==> src/hw/rtl/ac_pd_pkg.sv <==
// ----------------------------------------------------------------------------
// ac_pd_pkg
// Shared types and constants of the two-channel phase-angle dimmer.
// ----------------------------------------------------------------------------
package ac_pd_pkg;

  localparam int TIME_WIDTH_DEF  = 14;
  localparam int PULSE_WIDTH_DEF = 8;

  localparam int IDX_W       = 3;
  localparam int CFG_W       = 14;
  localparam int BRIGHT_W    = 7;
  localparam int HOLD_W      = 14;
  localparam int PULSE_CFG_W = 8;
  localparam int DLY_W       = 14;

  localparam logic [BRIGHT_W-1:0]    BRIGHT_MAX      = 7'd100;
  localparam logic [HOLD_W-1:0]      HOLDOFF_RST     = 14'd8500;
  localparam logic [PULSE_CFG_W-1:0] GATE_PULSE_RST  = 8'd10;
  localparam logic [DLY_W-1:0]       DLY_LONGEST_RST = 14'd8600;
  localparam logic [DLY_W-1:0]       DLY_SHORT_RST   = 14'd500;

  // Input stages ahead of the processing stage; covers the delay pipeline.
  localparam int PIPE_DEPTH = 3;

  // Exact divide by 99 for m < 2**21: floor(m * ceil(2**28 / 99) / 2**28).
  localparam int MAG_W     = BRIGHT_W + DLY_W;
  localparam int DIV_SHIFT = 28;
  localparam int RECIP_W   = 22;
  localparam int PROD_W    = MAG_W + RECIP_W;
  localparam logic [RECIP_W-1:0] DIV_RECIP = 22'd2711470;

  typedef enum logic [IDX_W-1:0] {
    CFG_BRIGHT_CH1   = 3'd0,
    CFG_BRIGHT_CH2   = 3'd1,
    CFG_ZC_HOLDOFF   = 3'd2,
    CFG_GATE_PULSE   = 3'd3,
    CFG_DLY_LONGEST  = 3'd4,
    CFG_DLY_SHORTEST = 3'd5
  } cfg_idx_e;

  typedef struct packed {
    logic [BRIGHT_W-1:0]    bright_ch1;
    logic [BRIGHT_W-1:0]    bright_ch2;
    logic [HOLD_W-1:0]      zc_holdoff;
    logic [PULSE_CFG_W-1:0] gate_pulse;
    logic [DLY_W-1:0]       dly_longest;
    logic [DLY_W-1:0]       dly_shortest;
  } cfg_t;

  typedef logic [DLY_W-1:0] dly_t;

endpackage

==> src/hw/rtl/ac_pd_cfg_regs.sv <==
// ----------------------------------------------------------------------------
// ac_pd_cfg_regs
// Configuration register file with brightness saturation.
// ----------------------------------------------------------------------------
module ac_pd_cfg_regs import ac_pd_pkg::*; (
  input  logic             clk_i,
  input  logic             rst_ni,
  input  logic             cfg_we_i,
  input  logic [IDX_W-1:0] cfg_index_i,
  input  logic [CFG_W-1:0] cfg_wdata_i,
  output cfg_t             cfg_o
);

  cfg_t                cfg_d, cfg_q;
  logic [BRIGHT_W-1:0] bright_raw, bright_sat;

  assign bright_raw = cfg_wdata_i[BRIGHT_W-1:0];
  assign bright_sat = (bright_raw > BRIGHT_MAX) ? BRIGHT_MAX : bright_raw;

  always_comb begin
    cfg_d = cfg_q;
    if (cfg_we_i) begin
      unique case (cfg_idx_e'(cfg_index_i))
        CFG_BRIGHT_CH1:   cfg_d.bright_ch1   = bright_sat;
        CFG_BRIGHT_CH2:   cfg_d.bright_ch2   = bright_sat;
        CFG_ZC_HOLDOFF:   cfg_d.zc_holdoff   = cfg_wdata_i[HOLD_W-1:0];
        CFG_GATE_PULSE:   cfg_d.gate_pulse   = cfg_wdata_i[PULSE_CFG_W-1:0];
        CFG_DLY_LONGEST:  cfg_d.dly_longest  = cfg_wdata_i[DLY_W-1:0];
        CFG_DLY_SHORTEST: cfg_d.dly_shortest = cfg_wdata_i[DLY_W-1:0];
        default:          cfg_d = cfg_q;
      endcase
    end
  end

  always_ff @(posedge clk_i or negedge rst_ni) begin
    if (!rst_ni) begin
      cfg_q.bright_ch1   <= '0;
      cfg_q.bright_ch2   <= '0;
      cfg_q.zc_holdoff   <= HOLDOFF_RST;
      cfg_q.gate_pulse   <= GATE_PULSE_RST;
      cfg_q.dly_longest  <= DLY_LONGEST_RST;
      cfg_q.dly_shortest <= DLY_SHORT_RST;
    end else begin
      cfg_q <= cfg_d;
    end
  end

  assign cfg_o = cfg_q;

endmodule

==> src/hw/rtl/ac_pd_delay_calc.sv <==
// ----------------------------------------------------------------------------
// ac_pd_delay_calc
// Three-stage firing delay: L + trunc((b - 1) * (S - L) / 99), 0 when b is 0.
// ----------------------------------------------------------------------------
module ac_pd_delay_calc import ac_pd_pkg::*; (
  input  logic                clk_i,
  input  logic                rst_ni,
  input  logic [BRIGHT_W-1:0] bright_i,
  input  logic [DLY_W-1:0]    dly_longest_i,
  input  logic [DLY_W-1:0]    dly_shortest_i,
  output dly_t                delay_o
);

  logic [DLY_W:0]      diff, diff_abs;
  logic                diff_neg;
  logic [BRIGHT_W-1:0] bright_m1;
  logic [MAG_W-1:0]    mag_d, mag_q;
  logic                neg_a_q, zero_a_q;
  logic [PROD_W-1:0]   prod_d, prod_q;
  logic                neg_b_q, zero_b_q;
  logic [DLY_W-1:0]    quot;
  dly_t                delay_d, delay_q;

  // Stage A: magnitude of the numerator, sign kept aside.
  assign diff      = {1'b0, dly_shortest_i} - {1'b0, dly_longest_i};
  assign diff_neg  = diff[DLY_W];
  assign diff_abs  = diff_neg ? (~diff + 1'b1) : diff;
  assign bright_m1 = bright_i - 1'b1;
  assign mag_d     = MAG_W'(bright_m1) * MAG_W'(diff_abs[DLY_W-1:0]);

  // Stage B: divide by 99 through the reciprocal.
  assign prod_d = PROD_W'(mag_q) * PROD_W'(DIV_RECIP);

  // Stage C: apply the truncated quotient with its sign.
  assign quot    = prod_q[DIV_SHIFT +: DLY_W];
  assign delay_d = zero_b_q ? '0 :
                   (neg_b_q ? (dly_longest_i - quot) : (dly_longest_i + quot));

  always_ff @(posedge clk_i or negedge rst_ni) begin
    if (!rst_ni) begin
      mag_q    <= '0;
      neg_a_q  <= 1'b0;
      zero_a_q <= 1'b1;
      prod_q   <= '0;
      neg_b_q  <= 1'b0;
      zero_b_q <= 1'b1;
      delay_q  <= '0;
    end else begin
      mag_q    <= mag_d;
      neg_a_q  <= diff_neg;
      zero_a_q <= (bright_i == '0);
      prod_q   <= prod_d;
      neg_b_q  <= neg_a_q;
      zero_b_q <= zero_a_q;
      delay_q  <= delay_d;
    end
  end

  assign delay_o = delay_q;

endmodule

==> src/hw/rtl/ac_pd_core.sv <==
// ----------------------------------------------------------------------------
// ac_pd_core
// Tick pipeline, zero-cross filter, phase counters, gate pulses, result beat.
// ----------------------------------------------------------------------------
module ac_pd_core import ac_pd_pkg::*; #(
  parameter int TIME_WIDTH       = TIME_WIDTH_DEF,
  parameter int PULSE_WIDTH_BITS = PULSE_WIDTH_DEF
) (
  input  logic clk_i,
  input  logic rst_ni,
  input  cfg_t cfg_i,
  input  dly_t delay_i [2],
  input  logic in_valid_i,
  output logic in_ready_o,
  input  logic zero_cross_level_i,
  output logic out_valid_o,
  input  logic out_ready_i,
  output logic gate_one_o,
  output logic gate_two_o,
  output logic zc_accepted_o
);

  localparam int TW     = TIME_WIDTH;
  localparam int PW     = PULSE_WIDTH_BITS;
  localparam int CMP_W  = (TW > HOLD_W) ? TW : HOLD_W;
  localparam int PCMP_W = (PW > PULSE_CFG_W) ? PW : PULSE_CFG_W;
  localparam int LAST   = PIPE_DEPTH - 1;
  localparam logic [TW-1:0] TIME_MAX = {TW{1'b1}};

  logic [PIPE_DEPTH-1:0] stg_vld_q, stg_lvl_q, stg_rdy, stg_vld_in, stg_lvl_in;
  logic                  proc_en, fire, lvl;

  logic          prev_d, prev_q;
  logic [TW-1:0] since_d, since_q, since_inc;
  logic          zc_acc;

  logic [PCMP_W-1:0] gp_ext;
  logic [PW-1:0]     gp;
  logic [1:0]        gate;

  logic out_vld_q;
  logic gate_one_q, gate_two_q, zc_acc_q;

  // Stage handshake: a stage loads when empty or when it hands its beat on.
  assign proc_en = !out_vld_q || out_ready_i;

  always_comb begin
    stg_rdy[LAST] = !stg_vld_q[LAST] || proc_en;
    for (int i = LAST - 1; i >= 0; i--) begin
      stg_rdy[i] = !stg_vld_q[i] || stg_rdy[i+1];
    end
  end

  always_comb begin
    stg_vld_in[0] = in_valid_i;
    stg_lvl_in[0] = zero_cross_level_i;
    for (int i = 1; i < PIPE_DEPTH; i++) begin
      stg_vld_in[i] = stg_vld_q[i-1];
      stg_lvl_in[i] = stg_lvl_q[i-1];
    end
  end

  assign in_ready_o = stg_rdy[0];

  always_ff @(posedge clk_i or negedge rst_ni) begin
    if (!rst_ni) begin
      stg_vld_q <= '0;
    end else begin
      for (int i = 0; i < PIPE_DEPTH; i++) begin
        if (stg_rdy[i]) begin
          stg_vld_q[i] <= stg_vld_in[i];
        end
      end
    end
  end

  always_ff @(posedge clk_i) begin
    for (int i = 0; i < PIPE_DEPTH; i++) begin
      if (stg_rdy[i]) begin
        stg_lvl_q[i] <= stg_lvl_in[i];
      end
    end
  end

  assign fire = stg_vld_q[LAST] && proc_en;
  assign lvl  = stg_lvl_q[LAST];

  // Zero-cross filter: saturate first, then test the edge against the count.
  assign since_inc = (since_q == TIME_MAX) ? since_q : (since_q + 1'b1);
  assign zc_acc    = lvl && !prev_q && (CMP_W'(since_inc) > CMP_W'(cfg_i.zc_holdoff));
  assign since_d   = fire ? (zc_acc ? '0 : since_inc) : since_q;
  assign prev_d    = fire ? lvl : prev_q;

  always_ff @(posedge clk_i or negedge rst_ni) begin
    if (!rst_ni) begin
      prev_q  <= 1'b0;
      since_q <= '0;
    end else begin
      prev_q  <= prev_d;
      since_q <= since_d;
    end
  end

  assign gp_ext = PCMP_W'(cfg_i.gate_pulse);
  assign gp     = gp_ext[PW-1:0];

  for (genvar ch = 0; ch < 2; ch++) begin : g_ch
    logic [BRIGHT_W-1:0] bright;
    logic                enabled, restart, armed, hit, load;
    logic [TW-1:0]       cnt, cnt_d, cnt_q;
    logic                armed_d, armed_q;
    logic [PW-1:0]       pulse, pulse_d, pulse_q;

    assign bright  = (ch == 0) ? cfg_i.bright_ch1 : cfg_i.bright_ch2;
    assign enabled = (bright != '0);
    assign restart = zc_acc && enabled;
    assign armed   = armed_q || restart;
    assign cnt     = restart ? '0 : cnt_q;
    assign hit     = CMP_W'(cnt) >= CMP_W'(delay_i[ch]);
    // A disabled channel that fires just disarms.
    assign load    = armed && hit && enabled;
    assign pulse   = load ? gp : pulse_q;
    assign gate[ch] = (pulse != '0);

    always_comb begin
      cnt_d   = cnt_q;
      armed_d = armed_q;
      pulse_d = pulse_q;
      if (fire) begin
        cnt_d   = (armed && !hit && (cnt != TIME_MAX)) ? (cnt + 1'b1) : cnt;
        armed_d = armed && !hit;
        pulse_d = (pulse != '0) ? (pulse - 1'b1) : pulse;
      end
    end

    always_ff @(posedge clk_i or negedge rst_ni) begin
      if (!rst_ni) begin
        cnt_q   <= '0;
        armed_q <= 1'b0;
        pulse_q <= '0;
      end else begin
        cnt_q   <= cnt_d;
        armed_q <= armed_d;
        pulse_q <= pulse_d;
      end
    end
  end

  // Result register: hold the beat until the receiver takes it.
  always_ff @(posedge clk_i or negedge rst_ni) begin
    if (!rst_ni) begin
      out_vld_q <= 1'b0;
    end else if (proc_en) begin
      out_vld_q <= stg_vld_q[LAST];
    end
  end

  always_ff @(posedge clk_i) begin
    if (fire) begin
      gate_one_q <= gate[0];
      gate_two_q <= gate[1];
      zc_acc_q   <= zc_acc;
    end
  end

  assign out_valid_o   = out_vld_q;
  assign gate_one_o    = gate_one_q;
  assign gate_two_o    = gate_two_q;
  assign zc_accepted_o = zc_acc_q;

endmodule

==> src/hw/rtl/ac_phase_dimmer_two_channel.sv <==
// ----------------------------------------------------------------------------
// ac_phase_dimmer_two_channel
// Two-channel phase-angle TRIAC dimmer driven by one beat per microsecond.
// ----------------------------------------------------------------------------
// Usage:
//   Input channel (in_valid_i / in_ready_o) takes one beat per tick carrying
//   the sampled zero-cross level. Output channel (out_valid_o / out_ready_i)
//   returns one beat per input beat: both gate levels and the zero-cross
//   accept flag, in order.
//   Throughput is one beat per cycle while out_ready_i stays high. A beat
//   passes the three input stages and then lands in the result register; the
//   stage count matches the three-stage firing-delay pipeline, so a delay
//   worked out from freshly written registers is ready by the time the next
//   beat reaches the phase counters.
//   The result register and the input stages fill independently: while the
//   receiver stalls, up to three more beats are taken before in_ready_o drops.
//   Configuration uses cfg_we_i / cfg_index_i / cfg_wdata_i, one write per
//   cycle, with no wait; write only while no beat is in flight.
//   Reset clears the pipeline, counters and pulses and loads the default
//   register values; both channels start disabled.
// ----------------------------------------------------------------------------
module ac_phase_dimmer_two_channel import ac_pd_pkg::*; #(
  parameter int TIME_WIDTH       = TIME_WIDTH_DEF,
  parameter int PULSE_WIDTH_BITS = PULSE_WIDTH_DEF
) (
  input  logic             clk_i,
  input  logic             rst_ni,
  input  logic             cfg_we_i,
  input  logic [IDX_W-1:0] cfg_index_i,
  input  logic [CFG_W-1:0] cfg_wdata_i,
  input  logic             in_valid_i,
  output logic             in_ready_o,
  input  logic             zero_cross_level_i,
  output logic             out_valid_o,
  input  logic             out_ready_i,
  output logic             gate_one_o,
  output logic             gate_two_o,
  output logic             zc_accepted_o
);

  cfg_t cfg;
  dly_t delay [2];

  ac_pd_cfg_regs u_cfg_regs (
    .clk_i       (clk_i),
    .rst_ni      (rst_ni),
    .cfg_we_i    (cfg_we_i),
    .cfg_index_i (cfg_index_i),
    .cfg_wdata_i (cfg_wdata_i),
    .cfg_o       (cfg)
  );

  ac_pd_delay_calc u_delay_ch1 (
    .clk_i          (clk_i),
    .rst_ni         (rst_ni),
    .bright_i       (cfg.bright_ch1),
    .dly_longest_i  (cfg.dly_longest),
    .dly_shortest_i (cfg.dly_shortest),
    .delay_o        (delay[0])
  );

  ac_pd_delay_calc u_delay_ch2 (
    .clk_i          (clk_i),
    .rst_ni         (rst_ni),
    .bright_i       (cfg.bright_ch2),
    .dly_longest_i  (cfg.dly_longest),
    .dly_shortest_i (cfg.dly_shortest),
    .delay_o        (delay[1])
  );

  ac_pd_core #(
    .TIME_WIDTH       (TIME_WIDTH),
    .PULSE_WIDTH_BITS (PULSE_WIDTH_BITS)
  ) u_core (
    .clk_i              (clk_i),
    .rst_ni             (rst_ni),
    .cfg_i              (cfg),
    .delay_i            (delay),
    .in_valid_i         (in_valid_i),
    .in_ready_o         (in_ready_o),
    .zero_cross_level_i (zero_cross_level_i),
    .out_valid_o        (out_valid_o),
    .out_ready_i        (out_ready_i),
    .gate_one_o         (gate_one_o),
    .gate_two_o         (gate_two_o),
    .zc_accepted_o      (zc_accepted_o)
  );

endmodule

==> config.mk <==
export PLATFORM = sky130hd
export DESIGN_NAME = ac_phase_dimmer_two_channel
export DESIGN_NICKNAME = d
export VERILOG_FILES = /design/src/hw/rtl/ac_pd_pkg.sv /design/src/hw/rtl/ac_pd_cfg_regs.sv /design/src/hw/rtl/ac_pd_delay_calc.sv /design/src/hw/rtl/ac_pd_core.sv /design/src/hw/rtl/ac_phase_dimmer_two_channel.sv
export SDC_FILE = /design/constraint.sdc
export NUM_CORES = 2
export LEC_CHECK = 0
export BUFFER_PORTS_ARGS = -buffer_cell sky130_fd_sc_hd__buf_2
export CAP_MARGIN = 20
export CORE_MARGIN = 8
export CORE_UTILIZATION = 65
export CTS_CLUSTER_SIZE = 40
export DETAILED_ROUTE_END_ITERATION = 8
export PLACE_DENSITY_LB_ADDON = 0.1
export SLEW_MARGIN = 20
export SYNTH_ARGS = -nofsm -noshare
export SYNTH_HDL_FRONTEND = slang
export SYNTH_SLANG_ARGS = --single-unit
==> constraint.sdc <==
create_clock -name clk_i -period 8.6 [get_ports clk_i]
set_input_delay 0.43 -clock clk_i [delete_from_list [all_inputs] [get_ports clk_i]]
set_output_delay 0.43 -clock clk_i [all_outputs]
set_load 0.02 [all_outputs]
==> flow_summary.ini <==
[critical_path]
rrSetupSlack_ns = 0.61
slowest_stage = xnor2_1
critPathMostFrequentCell = fa_1
path_delay_family = compound AO/OA/AOI/OAI gates
slowest_delay_ns = 0.68
worst-endpoint-arrival_ns = 8.48
cp_data_required_time_ns = 9.10
cp_num_buf_inv = 4
critPathMaxFanout = 10
reg2reg_to = u_delay_ch2.mag_q[20]
setup.worst_path.start_class = flip-flop
crit_path_end_kind = flip-flop
criticalPathCategory = reg2reg
reg2regPathDepth = 29
r2r_start = u_cfg_regs.cfg_o[0]

[sta]
setup_viol = 0
rsz0062_at_grt = no
hold_viol = 0
slew_violations = 0
fmax_mhz = 125
finalCritPeriodShare = 0.929
tightest_slew_ns = 0.937
fin_crit_ns = 7.99
fin_worst_skew_ns = 0.0234
hold_ws_ns = 0.0325
max_slew_margin = 0.373
totalNegativeSetupSlack_ns = 0

[drt]
ant_nets = 0
drtIter0Drc = 1620
drt-total-wl_microns = 82900
drc = 0
first_pass_iters = 6
routed-via-count = 25800
via_per_inst = 5.67
wl_per_cell_microns = 18.2

[logic_synthesis]
ys_async_sr_fraction = 0.975
synthDistinctLibCells = 91
yosysWarnings = 0
synthCells = 3795
synth_edf_count = 6
synth_ff_type = dfrtp_1
syn-num-nets = 4829
syn_area_per_cell_sq_um = 9.29
netlist_area_sq_mm = 0.0353
synth_seq_cells = 239
yosysSeqAreaShare = 0.171

[worst_hold_path]
whs_endpoint = u_core.stg_lvl_q[0]
hold_class = in2reg
whs_path_depth = 1
hold_start = zero_cross_level_i

[layout]
multi_input_area_sq_mm = 0.0255
drive_gt1_frac = 0.0547
syn_to_final_growth_pct = 6.13
seq_area_sq_mm = 0.00604
fin_util = 0.697
fillers = 4228
finalNonFillerCells = 4552
nets = 4865

[clock_tree]
path_clk_slew_ns = 0.06
clk_path_buf_depth = 3
clk_root_buffer_cell = clkbuf_16
numCtsBuffers = 29
post_cts_buffers = 0
insertion_delay_ns = 0.57
cts_tree = yes
h-tree-depth = 1
cts.sinks = 239

[grt]
antenna_found_initial = 2
grt_usage = 0.273
grt_max_degree = 89
overflow = 0
grt_pass1_vias = 27800
grt_first_pass_wirelength_microns = 140000

[place]
dp_hpwl_microns = 69600
place.gp.congestion = 0.967
dp.cells = 4494
port_buffers = 27

[floorplanning]
die_area_sq_mm = 0.0619
die_w_microns = 249
start_util = 0.656
num_io_pins = 28
die_y_microns = 249
coreArea_sq_mm = 0.0537
rows = 85

[job]
maxCapViolations = 0

[status]
status = completed
-- area by class of cell --
type                            instances  area share
Clock inverter                         17     0.00619
Tap cell                              696      0.0233
Multi-Input combinational cell       2559       0.681
Antenna cell                            2    0.000134
Sequential cell                       239       0.161
Inverter                              935      0.0938
Clock buffer                           37      0.0218
Timing Repair Buffer                   67      0.0125
-- worst reg2reg max path: cells and delay by family, from the launching register on --
kind	cells	cell delay, ns
AOI/OAI and AO/OA	13	3.15
adders and majority gates	7	2.94
xor gates and xnor gates	2	0.84
and+or+nand+nor	3	0.42
DFF	1	0.34
buffers and inverters	4	0.23
-- logic make-up after synthesis --
kind of cell	share of synthesized area
compound gates	0.0882
xor+xnor	0.0407
fa+ha+maj	0.458
buf+inv	0.107
flops	0.171
mux	0.0180
simple gates	0.116
-- what timing repair did --
item | 4_1_cts | 5_1_grt
gates resized for setup | 0 | 0
hold buffers | 1 | 0
endpoints found under the hold margin | 81 | 0
-- per-layer routing --
| layer | routed length [microns] | track usage | up-vias |
|---|---|---|---|
| li1 | - | - | 12100 |
| met1 | 35200 | 0.361 | 12800 |
| met2 | 41200 | 0.475 | 697 |
| met3 | 4110 | 0.0291 | 145 |
| met4 | 2390 | 0.0757 | 0 |
| met5 | 0 | 0 | - |
-- cell usage after synthesis (5+ instances only) --
master      n  area (sq um)
inv_1     933          3500
ha_1      544          6810
fa_1      467          9350
nor2_1    253           950
nand2_1   229           860
dfrtp_1   211          5280
xnor2_1   116          1020
o21ai_0   113           566
a21oi_1   107           536
nor3_1     70           350
nand3_1    56           280
clkbuf_1   55           206
xor2_1     48           420
nand2b_1   42           263
a21o_1     39           293
and2_1     39           244
mux2_2     32           360
nor2b_1    31           194
nand4_1    25           156
mux2i_1    23           230
and3_1     22           138
dfstp_2    22           578
o21a_1     21           158
or3_1      20           125
a31oi_1    17           106
or2_2      17           106
a211oi_1   16           120
a21boi_0   14           105
nor4_1     13          81.3
o31ai_1    12          90.1
o41ai_1    12           105
nor3b_1    10          75.1
o211a_1    10           100
o21ai_1     9          45.0
a22o_1      8          70.1
o21bai_1    7          52.6
or2_1       7          43.8
a221oi_1    6          52.6
edfxtp_1    6           180
a211o_1     5          43.8
and4_1      5          43.8
nand3b_1    5          37.5
-- layout by cell type (no fill, tap or decap), types with 13 or more instances in the layout --
cell / count
xnor2_1: 115
nand3_1: 56
ha_1: 544
nor2_1: 253
xor2_1: 47
a31oi_1: 17
or3_1: 20
o21ai_0: 113
o21a_1: 21
fa_1: 467
or2_2: 17
a21boi_0: 14
a211oi_1: 16
mux2i_1: 23
dfrtp_1: 211
buf_4: 38
buf_2: 26
mux2_2: 32
nor3_1: 70
nor4_1: 13
dfstp_2: 22
nand2b_1: 42
a21o_1: 39
and2_1: 39
nand2_1: 229
inv_1: 933
a21oi_1: 106
nor2b_1: 31
nand4_1: 25
clkbuf_16: 30
and3_1: 22
-- how the worst max path moves through the flow --
stage | endpoint | slack, ns | from | cells after the start
2_1_floorplan | u_delay_ch2.mag_q[20] | 1.38 | u_cfg_regs.cfg_o[2] | 29
3_3_place_gp | u_delay_ch2.mag_q[20] | 0.68 | u_cfg_regs.cfg_o[0] | 29
3_5_place_dp | u_delay_ch2.mag_q[20] | 0.43 | u_cfg_regs.cfg_o[0] | 29
4_1_cts | u_delay_ch1.mag_q[20] | 0.42 | u_cfg_regs.cfg_o[15] | 26
5_1_grt | u_delay_ch2.mag_q[20] | 0.06 | u_cfg_regs.cfg_o[0] | 29
6_report | u_delay_ch2.mag_q[20] | 0.61 | u_cfg_regs.cfg_o[0] | 29
-- flip-flops by register name, indices dropped and copies added (netlist names), 3 cells and up --
| signal | cells |
|---|---|
| u_cfg_regs.cfg_o | 64 |
| u_core.g_ch.cnt_q | 28 |
| u_delay_ch1.mag_q | 21 |
| u_delay_ch2.mag_q | 21 |
| u_core.g_ch.pulse_q | 16 |
| u_core.since_q | 14 |
| u_delay_ch1.delay_o | 14 |
| u_delay_ch1.prod_q | 14 |
| u_delay_ch2.delay_o | 14 |
| u_delay_ch2.prod_q | 14 |
| u_core.stg_lvl_q | 3 |
| u_core.stg_vld_q | 3 |
-- through the flow --
stage / area, sq um / setup WS, ns
final: 37400 / 0.614
after global routing: 37400 / 0.0588
after CTS: 37400 / 0.425
after detailed placement: 36300 / 0.427
after global placement: 36300 / 0.680
after floorplan: 35300 / 1.38
Power is left out: the tool's default activity adds up to more than one toggle a clock period on the data nets, which glitch-free logic cannot reach.
